$ cat src/hdl/rtps_pkg.sv
// ----------------------------------------------------------------------------
// RTP receive statistics package
// Shared constants, result codes and the header item type.
// ----------------------------------------------------------------------------
package rtps_pkg;

  localparam logic [31:0] STUN_COOKIE = 32'h2112_A442;
  localparam logic [6:0]  CN_TYPE     = 7'd13;
  localparam logic [6:0]  CN_TYPE_OLD = 7'd19;
  localparam logic [6:0]  FIXED_HDR   = 7'd12;
  localparam logic [15:0] SEQ_NONE    = 16'hFFFF;
  localparam logic [32:0] JIT_ROUND   = 33'd8;
  localparam int          JIT_SHIFT   = 4;

  typedef enum logic [2:0] {
    VERDICT_STUN       = 3'd0,
    VERDICT_DROP       = 3'd1,
    VERDICT_CN_START   = 3'd2,
    VERDICT_CN_ONGOING = 3'd3,
    VERDICT_MEDIA      = 3'd4
  } verdict_t;

  typedef struct packed {
    logic [31:0] magic_word;
    logic [6:0]  pl_type;
    logic [15:0] seq_number;
    logic [31:0] rtp_timestamp;
    logic [3:0]  csrc_count;
    logic [15:0] packet_len;
  } hdr_item_t;

endpackage

$ cat src/hdl/rtps_in_if.sv
// ----------------------------------------------------------------------------
// RTP header request channel
// Valid/ready channel carrying one parsed packet header per request.
// ----------------------------------------------------------------------------
interface rtps_in_if;
  logic        valid;
  logic        ready;
  logic [31:0] magic_word;
  logic [6:0]  pl_type;
  logic [15:0] seq_number;
  logic [31:0] rtp_timestamp;
  logic [3:0]  csrc_count;
  logic [15:0] packet_len;

  modport source (
    output valid, magic_word, pl_type, seq_number, rtp_timestamp,
           csrc_count, packet_len,
    input  ready
  );
  modport sink (
    input  valid, magic_word, pl_type, seq_number, rtp_timestamp,
           csrc_count, packet_len,
    output ready
  );
endinterface

$ cat src/hdl/rtps_out_if.sv
// ----------------------------------------------------------------------------
// RTP statistics result channel
// Valid/ready channel carrying the verdict and statistics for one packet.
// ----------------------------------------------------------------------------
interface rtps_out_if;
  logic        valid;
  logic        ready;
  logic [2:0]  verdict;
  logic [6:0]  pl_offset;
  logic [15:0] payload_bytes;
  logic        seq_gap;
  logic [31:0] jitter_estimate;
  logic [31:0] packet_count;
  logic [31:0] byte_count;
  logic [31:0] missing_count;
  logic        noise_active;

  modport source (
    output valid, verdict, pl_offset, payload_bytes, seq_gap,
           jitter_estimate, packet_count, byte_count, missing_count,
           noise_active,
    input  ready
  );
  modport sink (
    input  valid, verdict, pl_offset, payload_bytes, seq_gap,
           jitter_estimate, packet_count, byte_count, missing_count,
           noise_active,
    output ready
  );
endinterface

$ cat src/hdl/rtps_in_reg.sv
// ----------------------------------------------------------------------------
// RTP header input register
// Captures one header request and holds it until the update stage takes it.
// ----------------------------------------------------------------------------
module rtps_in_reg
  import rtps_pkg::*;
(
  input  logic        clk,
  input  logic        rst_n,
  rtps_in_if.sink     in_ch,
  input  logic        advance,
  output logic        item_valid,
  output hdr_item_t   item
);

  logic      valid_r;
  hdr_item_t item_r;

  assign in_ch.ready = !valid_r || advance;
  assign item_valid  = valid_r;
  assign item        = item_r;

  always_ff @(posedge clk) begin
    if (!rst_n) begin
      valid_r <= 1'b0;
    end else if (in_ch.ready) begin
      valid_r <= in_ch.valid;
    end
  end

  always_ff @(posedge clk) begin
    if (in_ch.ready && in_ch.valid) begin
      item_r.magic_word    <= in_ch.magic_word;
      item_r.pl_type       <= in_ch.pl_type;
      item_r.seq_number    <= in_ch.seq_number;
      item_r.rtp_timestamp <= in_ch.rtp_timestamp;
      item_r.csrc_count    <= in_ch.csrc_count;
      item_r.packet_len    <= in_ch.packet_len;
    end
  end

endmodule

$ cat src/hdl/rtps_core.sv
// ----------------------------------------------------------------------------
// RTP statistics update stage
// Classifies the held header, updates the receive state and registers the
// result.
// ----------------------------------------------------------------------------
module rtps_core
  import rtps_pkg::*;
(
  input  logic        clk,
  input  logic        rst_n,
  input  logic        cfg_we,
  input  logic [6:0]  cfg_wdata,
  input  logic        item_valid,
  input  hdr_item_t   item,
  output logic        advance,
  rtps_out_if.source  out_ch
);

  logic [6:0]  codec_r;
  logic [15:0] prev_seq_r,  prev_seq_nxt;
  logic [31:0] prev_ts_r,   prev_ts_nxt;
  logic [31:0] prev_ia_r,   prev_ia_nxt;
  logic [31:0] jitter_r,    jitter_nxt;
  logic [31:0] packets_r,   packets_nxt;
  logic [31:0] bytes_r,     bytes_nxt;
  logic [31:0] gaps_r,      gaps_nxt;
  logic        noise_r,     noise_nxt;

  logic        out_valid_r;
  verdict_t    verdict_r,   verdict_nxt;
  logic [6:0]  offset_r,    offset_nxt;
  logic [15:0] pbytes_r,    pbytes_nxt;
  logic        gap_r,       gap_nxt;

  logic        capture;
  logic        is_stun;
  logic        is_media;
  logic        is_cn;
  logic [6:0]  offset;
  logic        gap;
  logic [31:0] ia;
  logic [31:0] d;
  logic [31:0] decay;
  logic [32:0] jit_round;

  assign advance = !out_valid_r || out_ch.ready;
  assign capture = item_valid && advance;

  always_comb begin
    is_stun  = item.magic_word == STUN_COOKIE;
    is_media = !is_stun && (item.pl_type == codec_r);
    is_cn    = !is_stun && !is_media &&
               ((item.pl_type == CN_TYPE) || (item.pl_type == CN_TYPE_OLD));

    offset   = FIXED_HDR + {1'b0, item.csrc_count, 2'b00};
    gap      = (prev_seq_r != SEQ_NONE) && ((prev_seq_r + 16'd1) != item.seq_number);

    ia        = item.rtp_timestamp - prev_ts_r;
    d         = (ia < prev_ia_r) ? (prev_ia_r - ia) : (ia - prev_ia_r);
    jit_round = {1'b0, jitter_r} + JIT_ROUND;
    decay     = 32'(jit_round >> JIT_SHIFT);

    prev_seq_nxt = prev_seq_r;
    prev_ts_nxt  = prev_ts_r;
    prev_ia_nxt  = prev_ia_r;
    jitter_nxt   = jitter_r;
    packets_nxt  = packets_r;
    bytes_nxt    = bytes_r;
    gaps_nxt     = gaps_r;
    noise_nxt    = noise_r;
    verdict_nxt  = VERDICT_DROP;
    offset_nxt   = 7'd0;
    pbytes_nxt   = 16'd0;
    gap_nxt      = 1'b0;

    if (is_stun) begin
      verdict_nxt = VERDICT_STUN;
    end else if (is_cn) begin
      verdict_nxt = noise_r ? VERDICT_CN_ONGOING : VERDICT_CN_START;
      noise_nxt   = 1'b1;
    end else if (is_media) begin
      verdict_nxt  = VERDICT_MEDIA;
      noise_nxt    = 1'b0;
      packets_nxt  = packets_r + 32'd1;
      bytes_nxt    = bytes_r + {16'd0, item.packet_len};
      gaps_nxt     = gaps_r + {31'd0, gap};
      gap_nxt      = gap;
      prev_seq_nxt = item.seq_number;
      if (prev_ts_r != 32'd0) begin
        if (prev_ia_r != 32'd0) begin
          jitter_nxt = jitter_r + d - decay;
        end
        prev_ia_nxt = ia;
      end
      prev_ts_nxt = item.rtp_timestamp;
      offset_nxt  = offset;
      pbytes_nxt  = (item.packet_len > {9'd0, offset}) ?
                    (item.packet_len - {9'd0, offset}) : 16'd0;
    end
  end

  always_ff @(posedge clk) begin
    if (!rst_n) begin
      codec_r <= 7'd0;
    end else if (cfg_we) begin
      codec_r <= cfg_wdata;
    end
  end

  always_ff @(posedge clk) begin
    if (!rst_n) begin
      out_valid_r <= 1'b0;
      prev_seq_r  <= SEQ_NONE;
      prev_ts_r   <= 32'd0;
      prev_ia_r   <= 32'd0;
      jitter_r    <= 32'd0;
      packets_r   <= 32'd0;
      bytes_r     <= 32'd0;
      gaps_r      <= 32'd0;
      noise_r     <= 1'b0;
    end else begin
      if (advance) begin
        out_valid_r <= item_valid;
      end
      if (capture) begin
        prev_seq_r <= prev_seq_nxt;
        prev_ts_r  <= prev_ts_nxt;
        prev_ia_r  <= prev_ia_nxt;
        jitter_r   <= jitter_nxt;
        packets_r  <= packets_nxt;
        bytes_r    <= bytes_nxt;
        gaps_r     <= gaps_nxt;
        noise_r    <= noise_nxt;
      end
    end
  end

  always_ff @(posedge clk) begin
    if (capture) begin
      verdict_r <= verdict_nxt;
      offset_r  <= offset_nxt;
      pbytes_r  <= pbytes_nxt;
      gap_r     <= gap_nxt;
    end
  end

  assign out_ch.valid           = out_valid_r;
  assign out_ch.verdict         = verdict_r;
  assign out_ch.pl_offset       = offset_r;
  assign out_ch.payload_bytes   = pbytes_r;
  assign out_ch.seq_gap         = gap_r;
  assign out_ch.jitter_estimate = jitter_r;
  assign out_ch.packet_count    = packets_r;
  assign out_ch.byte_count      = bytes_r;
  assign out_ch.missing_count   = gaps_r;
  assign out_ch.noise_active    = noise_r;

endmodule

$ cat src/hdl/rtp_receive_stats.sv
// ----------------------------------------------------------------------------
// RTP receive statistics
// Per-packet classification with loss counting and interarrival jitter.
// ----------------------------------------------------------------------------
//  Channel   Dir  Handshake        Carries
//  in_ch     in   valid / ready    one parsed RTP header per request
//  out_ch    out  valid / ready    verdict, payload extent and statistics
//  cfg_*     in   write enable     codec payload type
//
// One request is accepted per cycle while the result channel is not stalled;
// its result passes through the input register and then the result register.
// The statistics update is a single pass of logic between those registers.
// A stalled result holds the result register and the input register fills
// behind it; the counters only move when a new result is captured.
// Reset is synchronous and leaves the block ready in the first cycle after.
module rtp_receive_stats
  import rtps_pkg::*;
(
  input  logic        clk,
  input  logic        rst_n,
  input  logic        cfg_we,
  input  logic [6:0]  cfg_wdata,
  rtps_in_if.sink     in_ch,
  rtps_out_if.source  out_ch
);

  logic      advance;
  logic      item_valid;
  hdr_item_t item;

  rtps_in_reg u_in_reg (
    .clk        (clk),
    .rst_n      (rst_n),
    .in_ch      (in_ch),
    .advance    (advance),
    .item_valid (item_valid),
    .item       (item)
  );

  rtps_core u_core (
    .clk        (clk),
    .rst_n      (rst_n),
    .cfg_we     (cfg_we),
    .cfg_wdata  (cfg_wdata),
    .item_valid (item_valid),
    .item       (item),
    .advance    (advance),
    .out_ch     (out_ch)
  );

endmodule

$ cat src/flat_wrapper.sv
// flat-port wrapper written by rule: the top's interface ports become plain ports
module rtp_receive_stats_flat import rtps_pkg::*;
  (clk, rst_n, cfg_we, cfg_wdata, in_ch_valid, in_ch_magic_word, in_ch_pl_type, in_ch_seq_number, in_ch_rtp_timestamp, in_ch_csrc_count, in_ch_packet_len, in_ch_ready, out_ch_valid, out_ch_verdict, out_ch_pl_offset, out_ch_payload_bytes, out_ch_seq_gap, out_ch_jitter_estimate, out_ch_packet_count, out_ch_byte_count, out_ch_missing_count, out_ch_noise_active, out_ch_ready);
  rtps_in_if in_ch_i ();
  rtps_out_if out_ch_i ();
  input  logic clk;
  input  logic rst_n;
  input  logic cfg_we;
  input  logic [6:0] cfg_wdata;
  input wire logic [$bits(in_ch_i.valid)-1:0] in_ch_valid;
  input wire logic [$bits(in_ch_i.magic_word)-1:0] in_ch_magic_word;
  input wire logic [$bits(in_ch_i.pl_type)-1:0] in_ch_pl_type;
  input wire logic [$bits(in_ch_i.seq_number)-1:0] in_ch_seq_number;
  input wire logic [$bits(in_ch_i.rtp_timestamp)-1:0] in_ch_rtp_timestamp;
  input wire logic [$bits(in_ch_i.csrc_count)-1:0] in_ch_csrc_count;
  input wire logic [$bits(in_ch_i.packet_len)-1:0] in_ch_packet_len;
  output wire logic [$bits(in_ch_i.ready)-1:0] in_ch_ready;
  output wire logic [$bits(out_ch_i.valid)-1:0] out_ch_valid;
  output wire logic [$bits(out_ch_i.verdict)-1:0] out_ch_verdict;
  output wire logic [$bits(out_ch_i.pl_offset)-1:0] out_ch_pl_offset;
  output wire logic [$bits(out_ch_i.payload_bytes)-1:0] out_ch_payload_bytes;
  output wire logic [$bits(out_ch_i.seq_gap)-1:0] out_ch_seq_gap;
  output wire logic [$bits(out_ch_i.jitter_estimate)-1:0] out_ch_jitter_estimate;
  output wire logic [$bits(out_ch_i.packet_count)-1:0] out_ch_packet_count;
  output wire logic [$bits(out_ch_i.byte_count)-1:0] out_ch_byte_count;
  output wire logic [$bits(out_ch_i.missing_count)-1:0] out_ch_missing_count;
  output wire logic [$bits(out_ch_i.noise_active)-1:0] out_ch_noise_active;
  input wire logic [$bits(out_ch_i.ready)-1:0] out_ch_ready;
  assign in_ch_i.valid = in_ch_valid;
  assign in_ch_i.magic_word = in_ch_magic_word;
  assign in_ch_i.pl_type = in_ch_pl_type;
  assign in_ch_i.seq_number = in_ch_seq_number;
  assign in_ch_i.rtp_timestamp = in_ch_rtp_timestamp;
  assign in_ch_i.csrc_count = in_ch_csrc_count;
  assign in_ch_i.packet_len = in_ch_packet_len;
  assign in_ch_ready = in_ch_i.ready;
  assign out_ch_valid = out_ch_i.valid;
  assign out_ch_verdict = out_ch_i.verdict;
  assign out_ch_pl_offset = out_ch_i.pl_offset;
  assign out_ch_payload_bytes = out_ch_i.payload_bytes;
  assign out_ch_seq_gap = out_ch_i.seq_gap;
  assign out_ch_jitter_estimate = out_ch_i.jitter_estimate;
  assign out_ch_packet_count = out_ch_i.packet_count;
  assign out_ch_byte_count = out_ch_i.byte_count;
  assign out_ch_missing_count = out_ch_i.missing_count;
  assign out_ch_noise_active = out_ch_i.noise_active;
  assign out_ch_i.ready = out_ch_ready;
  rtp_receive_stats u_core (.clk(clk), .rst_n(rst_n), .cfg_we(cfg_we), .cfg_wdata(cfg_wdata), .in_ch(in_ch_i), .out_ch(out_ch_i));
endmodule
$ cat config.mk
export PLATFORM = sky130hd
export DESIGN_NAME = rtp_receive_stats_flat
export DESIGN_NICKNAME = d
export VERILOG_FILES = /design/src/hdl/rtps_pkg.sv /design/src/hdl/rtps_in_if.sv /design/src/hdl/rtps_out_if.sv /design/src/hdl/rtps_in_reg.sv /design/src/hdl/rtps_core.sv /design/src/hdl/rtp_receive_stats.sv /design/src/flat_wrapper.sv
export SDC_FILE = /design/constraint.sdc
export NUM_CORES = 1
export LEC_CHECK = 0
export ABC_AREA = 1
export BUFFER_PORTS_ARGS = -buffer_cell sky130_fd_sc_hd__buf_2
export CORE_UTILIZATION = 50
export DETAILED_ROUTE_END_ITERATION = 8
export PLACE_DENSITY = 0.73
export REMOVE_ABC_BUFFERS = 1
export SETUP_SLACK_MARGIN = 0.5
export SLEW_MARGIN = 20
export SYNTH_ARGS = -nofsm -noshare
export SYNTH_HDL_FRONTEND = slang
export SYNTH_SLANG_ARGS = --single-unit
$ cat constraint.sdc
create_clock -name clk -period 5.7 [get_ports clk]
set_clock_uncertainty 0.2 [all_clocks]
set_input_delay 1.14 -clock clk [delete_from_list [all_inputs] [get_ports clk]]
set_output_delay 1.14 -clock clk [all_outputs]
set_load 0.03 [all_outputs]
### Yosys cells after proc, flatten, opt, wreduce, memory -nomap -nowiden

Cells that the tools add are included.

| cells by class | value |
|---|---|
| equality and inequality tests | 6 |
| multiplexer cells | 6 |
| reduce and logical (&&, ||, !) cells | 22 |
| bitwise logic cells | 4 |
| multipliers | 0 |
| add/sub/neg operators | 12 |
| shifts and indexed selects | 0 |
| divide/modulo/power cells | 0 |
| $lt $le $gt $ge | 2 |

Operators with widths:

| kind | count |
|---|---|
| subtractor 32 bit | 3 |
| nonzero test 32 bit | 2 |
| adder 32 x 4 -> 33 bit, second input constant | 1 |
| adder 32 x 1 -> 32 bit | 1 |
| adder 32 x 1 -> 32 bit, second input constant | 1 |
| adder 32 x 16 -> 32 bit | 1 |
| adder 32 bit | 1 |
| equality test 32 x 30 -> 1 bit, second input constant | 1 |
| less-than comparator 32 bit | 1 |
| 2-to-1 mux 32 bit | 1 |
| subtractor 32 x 29 -> 32 bit | 1 |
| adder 16 x 1 -> 16 bit, second input constant | 1 |
| greater-than comparator 16 x 7 -> 1 bit | 1 |
| inequality test 16 bit | 1 |
| inequality test 16 bit, second input constant | 1 |
| subtractor 16 x 7 -> 16 bit | 1 |
| adder 4 x 6 -> 7 bit, first input constant | 1 |
| equality test 7 x 4 -> 1 bit, second input constant | 1 |
| equality test 7 x 5 -> 1 bit, second input constant | 1 |
| equality test 7 bit | 1 |
| logical AND 1 bit | 6 |
| 2-to-1 mux 3 bit | 2 |
| AND reduction 6 bit | 1 |
| AND reduction 5 bit | 1 |
| 9 further kinds | 19 |

| word-level totals | value |
|---|---|
| flip-flop bits (word level) | 352 |
| memories kept | 0 |
| input port bits | 119 |
| latch bits | 0 |
| bits in writable memories | 0 |
| word-level logic and storage cells | 73 |
| bits in read-only memories | 0 |

### Logic depth before layout (Yosys ltp)

Gate-level depths: netlist (run 1).

| depth | value |
|---|---|
| word-level depth | 8 |
| gate-level depth with buffers | 44 |
| gate-level depth less buffers | 44 |

### By module

From an unflattened synthesis (run 1), not the netlist that was laid out.

| second synthesis, totals | value |
|---|---|
| cells, all modules | 3421 |
| area total of the unflattened synthesis | 24788.8 um^2 |

Modules (own cells, without submodules):

| module | seq. area each (um^2) | times used | area each (um^2) | cells each |
|---|---|---|---|---|
| rtps_core | 5094.9 | 1 | 21524.4 | 3307 |
| rtps_in_reg | 3233.1 | 1 | 3264.4 | 114 |

### Worst setup path before layout (run 1)

OpenSTA, ideal clock, no wires.

| path | value |
|---|---|
| kind | reg2reg |
| from | register u_core.u_in_reg.item_r, in the netlist u_core.u_in_reg.item[20] |
| to | register u_core.u_core.jitter_r[28] (netlist: u_core.u_core.out_ch.jitter_estimate[28]) |
| data arrival time | 5.489 ns |
| stages on the path, launching flop included | 37 |
| clock period less this slack | 5.809 ns |
| library setup time | 0.120 ns |
| buffers on the path | 1 |
| setup slack | -0.109 ns |
| cell sequence | edfxtp_1 -> inv_1 -> ha_1 -> inv_1 -> fa_1 -> nand2_1 -> inv_1 -> nand2_1 -> nand2_1 -> a21oi_1 -> inv_1 -> a21o_1 -> a21oi_1 -> or2_2 -> nand2_1 -> ha_1 -> nand2_1 -> nor2_2 -> nand2_1 -> nor2_1 -> nand2_2 -> nand2_4 -> buf_6 -> nand3_1 -> o21ai_1 -> xnor2_1 -> fa_1 -> ha_1 -> a21oi_1 -> nand2_1 -> a21oi_1 -> o21ai_0 -> a21o_1 -> nand2_1 -> nand2_1 -> a21oi_1 -> a21oi_1 |

| on the way | value |
|---|---|
| cells in the longest elaborated chain, start to end | 5 |
| elaborated cells on any way between the ends | 7 |
| classes of those cells | add/sub (5); order compare (1); mux (1) |

RTL lines:

| element | line | text |
|---|---|---|
| start: declaration | rtps_in_reg.sv:17 | `hdr_item_t item_r;` |
| subtractor 32 bit * | rtps_core.sv:58 | `ia = item.rtp_timestamp - prev_ts_r;` |
| net u_core.u_core.ia[18] | rtps_core.sv:41 | `logic [31:0] ia;` |
| subtractor 32 bit / less-than comparator 32 bit (equally long branches) | rtps_core.sv:59 | `d = (ia < prev_ia_r) ? (prev_ia_r - ia) : (ia - prev_ia_r);` |
| 2-to-1 mux 32 bit * | rtps_core.sv:59 |  |
| adder 32 bit * | rtps_core.sv:91 | `jitter_nxt = jitter_r + d - decay;` |
| subtractor 32 x 29 -> 32 bit * | rtps_core.sv:91 |  |
| end signal: assignment | rtps_core.sv:129 | `jitter_r <= jitter_nxt;` |
| end: declaration | rtps_core.sv:23 | `logic [31:0] jitter_r, jitter_nxt;` |

The timed path passes the listed nets; every way through them passes the cells marked *.
A chain may end at the register's enable or synchronous reset.

### Worst setup path in the final report (run 1)

| path | value |
|---|---|
| from | register u_core.u_in_reg.item_r, in the netlist u_core.u_in_reg.item[20] |
| to | register u_core.u_core.jitter_r[29] (netlist: u_core.u_core.out_ch.jitter_estimate[29]) |

Same word-level chain as after synthesis.

==> results_dict.tcl, run 1 <==
set metrics [dict create \
    wl_per_cell_um 16.4 \
    synthArstFlopShare_pct 0 \
    cts.sinks 350 \
    synth.distinct_cells 58 \
    clockRootBuffer "clkbuf_16" \
    crit_fanout 6 \
    die_x_um 225 \
    ant_nets 0 \
    status "finished, violations left" \
    hold_violations 0 \
    drc 0 \
    grt_use_total_pct 29.2 \
    critPathCaptureType "flop" \
    critical_path_arrival_ps 6300 \
    num_io_pins 277 \
    drive_gt1_share_pct 30.3 \
    coreArea_sq_mm 0.0490 \
    fin_cells 4787 \
    initial_utilization_pct 50.7 \
    relSlewSlack_pct 27.6 \
    synth-edff-count 132 \
    grt_max_degree 79 \
    min_period_ps 6080 \
    critPathLaunch "u_core.u_in_reg.item[20]$_DFFE_PP_" \
    io_buffers 274 \
    wirelength_um 78600 \
    r2r_slack_ps -380 \
    crit_end "u_core.u_core.out_ch.jitter_estimate[29]$_SDFFE_PN0P_" \
    max_stage_delay_ps 520 \
    die_y_um 225 \
    htreeDepth 2 \
    violations "setup timing" \
    ctsHoldBuffers 0 \
    dp_hpwl_um 56300 \
    rows 81 \
    worstMarginPinSlew_ps 1090 \
    vias 25300 \
    utilization_pct 69.0 \
    clkLatencyLatePin_ps 600 \
    netlist_instances 3396 \
    worst_path_max_delay_cell "fa_1" \
    rsz0062_at_grt "true" \
    power.density_mw_per_mm2 323 \
    grt_pass1_wl_um 120000 \
    gp_congestion 0.996 \
    yosys_register_bits 350 \
    crit_type "reg2reg" \
    ir_drop_mv 0.257 \
    crit_top_cell "nand2_2" \
    postSynthAreaPerCell_sq_um 7.31 \
    report.final.slew_viol_count 0 \
    max-cap-violations 0 \
    grt_pass1_vias 24200 \
    layout.nets 4396 \
    fmax_mhz 164 \
    r2r-end "u_core.u_core.out_ch.jitter_estimate[29]$_SDFFE_PN0P_" \
    reg2reg_depth 39 \
    leakagePower_nw 15.2 \
    cts_buffer_depth 3 \
    fill_cells 3884 \
    area_growth_pct 36.0 \
    drt-pass1-iter-count 6 \
    regToRegStartpoint "u_core.u_in_reg.item[20]$_DFFE_PP_" \
    hold_class "reg2reg" \
    synth_ff_type "dfxtp_1" \
    synth_area_sq_mm 0.0248 \
    period_share_pct 107 \
    start_kind "flop" \
    hold_slack_ps 285 \
    finalSetupViolCount 24 \
    ys_seq_area_share_pct 33.6 \
    yosysWarnings 0 \
    overflow 0 \
    fin_ws_ps -381 \
    viasPerCell 5.28 \
    fp.dieArea_sq_mm 0.0505 \
    dpl.cell_count 4657 \
    numCtsBuffers 42 \
    antenna_found_initial 2 \
    dr.first_iter.drc_count 1931 \
    cts_tree "built" \
    clk_pin_slew_ps 60 \
    required_ps 5920 \
]
==> placed cells by master (no fill, tap or decap), types with 14 or more instances in the layout <==
master and count:
a21o_1 20, a21oi_1 295, a21oi_2 56, a21oi_4 17, buf_2 274, buf_4 414, buf_6 31, clkbuf_16 43
dfxtp_1 218, edfxtp_1 132, fa_1 29, ha_1 114, ha_4 36, inv_1 438, inv_2 33, nand2_1 666
nand2_2 82, nand2_4 28, nand3_1 99, nand3_2 23, nand4_1 59, nor2_1 249, nor2_2 35, nor2_4 28
nor3_1 72, nor4_1 23, o211ai_1 15, o21ai_0 188, o21ai_1 22, o21ai_2 19, o21bai_1 17, xnor2_1 46
xnor2_2 14, xor2_1 112, xor2_2 16
==> worst max-delay path, delay by kind of cell (launching register included) <==
kind,cells,cell delay [ps]
AOI/OAI and AO/OA,7,1040
xor gates and xnor gates,2,360
adders and majority gates,5,1700
buffers and inverters,9,880
DFF,1,370
and+or+nand+nor,16,1350
==> flip-flops by register name, indices dropped and copies added, names as in the netlist <==
name / flops
u_core.u_core.codec_r: 7
u_core.u_core.out_ch.byte_count: 32
u_core.u_core.out_ch.jitter_estimate: 32
u_core.u_core.out_ch.missing_count: 32
u_core.u_core.out_ch.noise_active: 1
u_core.u_core.out_ch.packet_count: 32
u_core.u_core.out_ch.payload_bytes: 16
u_core.u_core.out_ch.pl_offset: 5
u_core.u_core.out_ch.seq_gap: 1
u_core.u_core.out_ch.valid: 1
u_core.u_core.out_ch.verdict: 3
u_core.u_core.prev_ia_r: 32
u_core.u_core.prev_seq_r: 16
u_core.u_core.prev_ts_r: 32
u_core.u_in_reg.item: 107
u_core.u_in_reg.item_valid: 1
==> cells in the mapped netlist (5+ instances only) <==
library cell | n | share of area [%]
dfxtp_1 | 218 | 18
o21a_1 | 10 | 0.30
a21o_1 | 21 | 0.64
inv_2 | 9 | 0.14
nor4_1 | 24 | 0.60
nor3_1 | 81 | 1.6
nand3_2 | 7 | 0.28
o21bai_1 | 22 | 0.67
buf_2 | 28 | 0.56
nand2_1 | 757 | 11
edfxtp_1 | 132 | 16
nand4_1 | 59 | 1.5
nor2_2 | 10 | 0.25
xor2_1 | 128 | 4.5
nand3_1 | 117 | 2.4
fa_1 | 34 | 2.7
a21oi_1 | 352 | 7.1
nor2_4 | 8 | 0.36
buf_4 | 11 | 0.33
inv_1 | 466 | 7.0
xnor2_1 | 62 | 2.2
buf_6 | 9 | 0.41
ha_1 | 155 | 7.8
nand2_2 | 20 | 0.50
o21ai_1 | 19 | 0.38
a21oi_2 | 15 | 0.53
nor2_1 | 294 | 4.4
a211oi_1 | 5 | 0.15
a31oi_1 | 10 | 0.25
clkbuf_1 | 27 | 0.41
o211ai_1 | 15 | 0.45
o21ai_0 | 215 | 4.3
==> report_power, final <==
group / total, mW / internal [mW] / switching, mW
Combinational: 5.37 / 2.53 / 2.84
Sequential: 2.70 / 2.66 / 0.0353
Clock: 2.83 / 1.71 / 1.12
==> logic make-up (layout without fill, tap and decap cells) <==
logic type               after synthesis  count (layout)  share of synthesized area, %
AND/OR/NAND/NOR                     1405            1405                          24.4
other                                  1               3                        0.0151
adder cells (fa/ha/maj)              189             189                          10.6
flip-flops                           350             350                          33.6
XOR/XNOR                             193             193                          6.98
multiplexers                           4               4                         0.161
buffers and inverters                554            1278                          8.96
AO/OA/AOI/OAI                        700             701                          15.4
==> repair_timing <==
action,4_1_cts,5_1_grt
setup buffers,26,23
endpoints found under the setup margin,31,31
gates resized for setup,272,255
endpoints found under the hold margin,0,0
gates cloned,2,0
pin swaps,112,149
==> area by class of cell <==
| class | count | area (sq um) | area share, % |
|---|---|---|---|
| repair buffers | 725 | 4940 | 14.6 |
| clock inverters | 26 | 324 | 0.960 |
| diodes | 1 | 2.50 | 0.00741 |
| flip-flops and latches | 350 | 8330 | 24.7 |
| clock buffers | 52 | 1140 | 3.38 |
| multi-input cells | 2494 | 16400 | 48.6 |
| inverters | 475 | 1790 | 5.31 |
| well taps | 664 | 831 | 2.46 |
==> stage by stage <==
step                      instance area (sq um)  power, mW  setup TNS, ps  setup slack, ps
after global routing                      33800       11.3         -12820             -605
after detailed placement                  29600       6.12         -11830             -609
after global placement                    29600       6.09          -8760             -507
after CTS                                 32400       9.79          -2880             -220
after floorplan                           24400       4.60          -1820             -182
final                                     33800       10.9          -6240             -381
==> metal layers <==
metal / vias up / wire, um / global-route usage, %
li1: 12500 / - / -
met1: 11600 / 33000 / 37.1
met2: 894 / 37000 / 49.6
met3: 276 / 4930 / 4.86
met4: 4 / 3660 / 11.2
met5: - / 18 / 0
==> how the worst min path moves through the flow <==
stage,slack (ps),cells after the start,to,from
6_report,290,2,u_core.u_core.out_ch.noise_active$_SDFFE_PN0P_,u_core.u_core.out_ch.noise_active$_SDFFE_PN0P_
5_1_grt,320,2,u_core.u_core.out_ch.missing_count[31]$_SDFFE_PN0P_,u_core.u_core.out_ch.missing_count[31]$_SDFFE_PN0P_
4_1_cts,290,2,u_core.u_core.prev_ts_r[25]$_SDFFE_PN0P_,u_core.u_core.prev_ts_r[25]$_SDFFE_PN0P_
3_5_place_dp,270,1,u_core.u_core.out_ch.byte_count[19]$_SDFFE_PN0P_,u_core.u_core.out_ch.byte_count[19]$_SDFFE_PN0P_
3_3_place_gp,270,1,u_core.u_core.out_ch.byte_count[19]$_SDFFE_PN0P_,u_core.u_core.out_ch.byte_count[19]$_SDFFE_PN0P_
2_1_floorplan,250,2,u_core.u_core.prev_ts_r[0]$_SDFFE_PN0P_,u_core.u_core.prev_ts_r[0]$_SDFFE_PN0P_
Power figures use the tool's default switching activity.
==> run 2: changes to the inputs <==
--- a/config.mk
+++ b/config.mk
@@ -5,7 +5,6 @@
 export SDC_FILE = /design/constraint.sdc
 export NUM_CORES = 1
 export LEC_CHECK = 0
-export ABC_AREA = 1
 export BUFFER_PORTS_ARGS = -buffer_cell sky130_fd_sc_hd__buf_2
 export CORE_UTILIZATION = 50
 export DETAILED_ROUTE_END_ITERATION = 8
==> run 2 against run 1 <==
The flow still finishes with violations (setup timing). Design area shrank 11%. Sequential share of layout area rose by 3.1 points. Sequential power about the same. Via count down 17%.
==> results_dict.tcl, run 2 <==
set metrics [dict create \
    internal_power_mw 6.01 \
    gp_congestion 0.917 \
    yosys-top-cells-count "269 x nor2_1, 237 x nand2_1, 218 x dfxtp_1" \
    fill_cells 3478 \
    synthTopCellsByArea "dfxtp_1 20%, edfxtp_1 18%, ha_1 8.7%" \
    fp.dieArea_sq_mm 0.0456 \
    synthArstFlopShare_pct 0 \
    min_period_ps 7790 \
    max-cap-violations 0 \
    yosys.cell_count.top_type "nor2_1" \
    hold_class "reg2reg" \
    largest_reg_flops 107 \
    drive_gt1_share_pct 30.5 \
    synth_ff_type "dfxtp_1" \
    vias 21100 \
    combPwrFrac_pct 41.7 \
    grt_pass1_vias 20700 \
    numCtsBuffers 40 \
    seq_area_sq_mm 0.00833 \
    yosys.area.top_type "dfxtp_1" \
    synth.distinct_cells 96 \
    area_growth_pct 34.2 \
    relSlewSlack_pct 45.0 \
    die_y_um 213 \
    wirelength_um 64400 \
    worst_path_max_delay_cell "fa_1" \
    power.share.sequential_pct 30.1 \
    clkLatencyLatePin_ps 580 \
    drc 0 \
    grt_pass1_wl_um 101000 \
    cts.sinks 350 \
    report.final.slew_viol_count 0 \
    overflow 0 \
    rsz0062_at_grt "true" \
    layout.nets 3578 \
    drt-pass1-iter-count 6 \
    ir_drop_mv 0.290 \
    netlist_instances 2519 \
    cts_tree "built" \
    grt_use_total_pct 27.4 \
    p_switching_mw 2.96 \
    layout_common_cells "514 x buf_4, 274 x buf_2, 261 x nor2_1, 236 x nand2_1, 218 x dfxtp_1" \
    grt_max_degree 84 \
    fmax_mhz 128 \
    start_kind "flop" \
    violations "setup timing" \
    initial_utilization_pct 50.7 \
    htreeDepth 2 \
    cts_buffer_depth 3 \
    leakagePower_nw 13.1 \
    crit_buf_inv 8 \
    synth-edff-count 132 \
    utilization_pct 68.0 \
    swShare_pct 33.0 \
    ys_seq_area_share_pct 37.2 \
    preCtsSetupSlack_ps -2590 \
    rows 77 \
    worstMarginPinSlew_ps 821 \
    coreArea_sq_mm 0.0441 \
    clockRootBuffer "clkbuf_16" \
    hold_violations 0 \
    antenna_found_initial 8 \
    fin_ws_ps -2090 \
    finalSetupViolCount 31 \
    multi_input_area_sq_mm 0.0135 \
    final_common_cell "buf_4" \
    io_buffers 274 \
    crit_top_cell "o21a_1" \
    dr.first_iter.drc_count 1329 \
    required_ps 6010 \
    clockPowerShare_pct 28.3 \
    status "finished, violations left" \
    cpLargestDelayFamily "compound AO/OA/AOI/OAI gates" \
    power.density_mw_per_mm2 299 \
    synth_area_sq_mm 0.0224 \
    num_io_pins 277 \
    crit_fanout 7 \
    yosys_register_bits 350 \
    critPathCaptureType "flop" \
    max_stage_delay_ps 480 \
    synth.top_cell.area_share_pct 19.5 \
    dp_hpwl_um 48000 \
    wl_per_cell_um 16.5 \
    crit_type "reg2reg" \
    yosysWarnings 0 \
    clk_pin_slew_ps 60 \
    viasPerCell 5.42 \
    critical_path_arrival_ps 8110 \
    postSynthAreaPerCell_sq_um 8.88 \
    die_x_um 213 \
    ant_nets 0 \
    period_share_pct 137 \
]
==> run 2: changes by cell type after synthesis, moves of 44 or more <==
cell | previous run | this run
nor3_1 | 81 | 37
mux2i_1 | 4 | 65
inv_1 | 466 | 197
nand3_1 | 117 | 70
o21ai_0 | 215 | 88
xnor2_1 | 62 | 115
nand2_1 | 757 | 237
a21oi_1 | 352 | 199
==> run 2: cell families (layout without fill, tap and decap cells) <==
group	after synthesis	in the layout	share of synthesized area [%]
DFF	350	350	37.2
and+or+nand+nor	851	851	18.3
xor gates and xnor gates	207	207	8.11
AOI/OAI and AO/OA	567	567	16.4
adders and majority gates	189	189	11.7
other	1	6	0.0168
buffers and inverters	288	1066	5.19
muxes	66	66	2.96
==> run 2: layout make-up <==
type                    instances  area share (%)
diodes                          4          0.0334
clock buffers                  51            3.52
clock inverters                19           0.746
inverters                     198            2.49
multi-input cells            1882            45.1
flip-flops and latches        350            27.8
well taps                     592            2.47
repair buffers                798            17.9
==> run 2: final timing paths <==
| check | depth (start not counted) | end | slack (ps) | from |
|---|---|---|---|---|
| max | 40 | u_core.u_core.out_ch.jitter_estimate[21]$_SDFFE_PN0P_ | -2090 | u_core.u_in_reg.item[20]$_DFFE_PP_ |
| min | 2 | u_core.u_core.out_ch.missing_count[0]$_SDFFE_PN0P_ | 280 | u_core.u_core.out_ch.missing_count[0]$_SDFFE_PN0P_ |
| max reg2reg | 40 | u_core.u_core.out_ch.jitter_estimate[21]$_SDFFE_PN0P_ | -2090 | u_core.u_in_reg.item[20]$_DFFE_PP_ |
| min reg2reg | 2 | u_core.u_core.out_ch.missing_count[0]$_SDFFE_PN0P_ | 280 | u_core.u_core.out_ch.missing_count[0]$_SDFFE_PN0P_ |
==> run 2: per-stage QoR <==
step,total power [mW],std cells,hold WS [ps],cell area [sq um],TNS [ps]
global route,9.41,3892,313,30000,-56720
finish,8.97,3894,275,30000,-48240
global placement,5.79,3779,256,27800,-56300
floorplan,4.56,2430,249,22000,-221470
detailed placement,5.87,3779,263,27800,-60390
CTS,8.72,3878,276,29600,-49100
==> run 2: timing repair <==
item	CTS	global route
hold buffers	0	0
pin swaps	60	43
endpoints found under the setup margin	31	31
setup buffers	29	12
resized for setup	82	49
==> run 2: worst register-to-register path: cells and delay by family, from the launching register on <==
| family | cells | cell delay (ps) |
|---|---|---|
| AOI/OAI and AO/OA | 14 | 2870 |
| adders and majority gates | 5 | 1560 |
| and+or+nand+nor | 9 | 1010 |
| buffers and inverters | 8 | 910 |
| muxes | 2 | 480 |
| DFF | 1 | 380 |
| xor gates and xnor gates | 2 | 310 |
==> run 2: layer usage <==
| metal | track usage [%] | vias to the layer above | share of wire, % | wire, um |
|---|---|---|---|---|
| met5 | 0 | - | 0.11 | 70 |
| met3 | 5.43 | 162 | 5.5 | 3580 |
| met2 | 47.4 | 599 | 48 | 31200 |
| li1 | - | 10400 | - | - |
| met4 | 11.0 | 12 | 3.7 | 2380 |
| met1 | 33.4 | 9969 | 42 | 27200 |
==> run 2: power by group through the flow <==
stage,Combinational (mW),Clock (mW),Sequential (mW)
detailed placement,3.12,0,2.75
global placement,3.04,0,2.75
global route,4.03,2.67,2.70
floorplan,1.79,0,2.76
CTS,3.44,2.58,2.70
finish,3.74,2.54,2.70
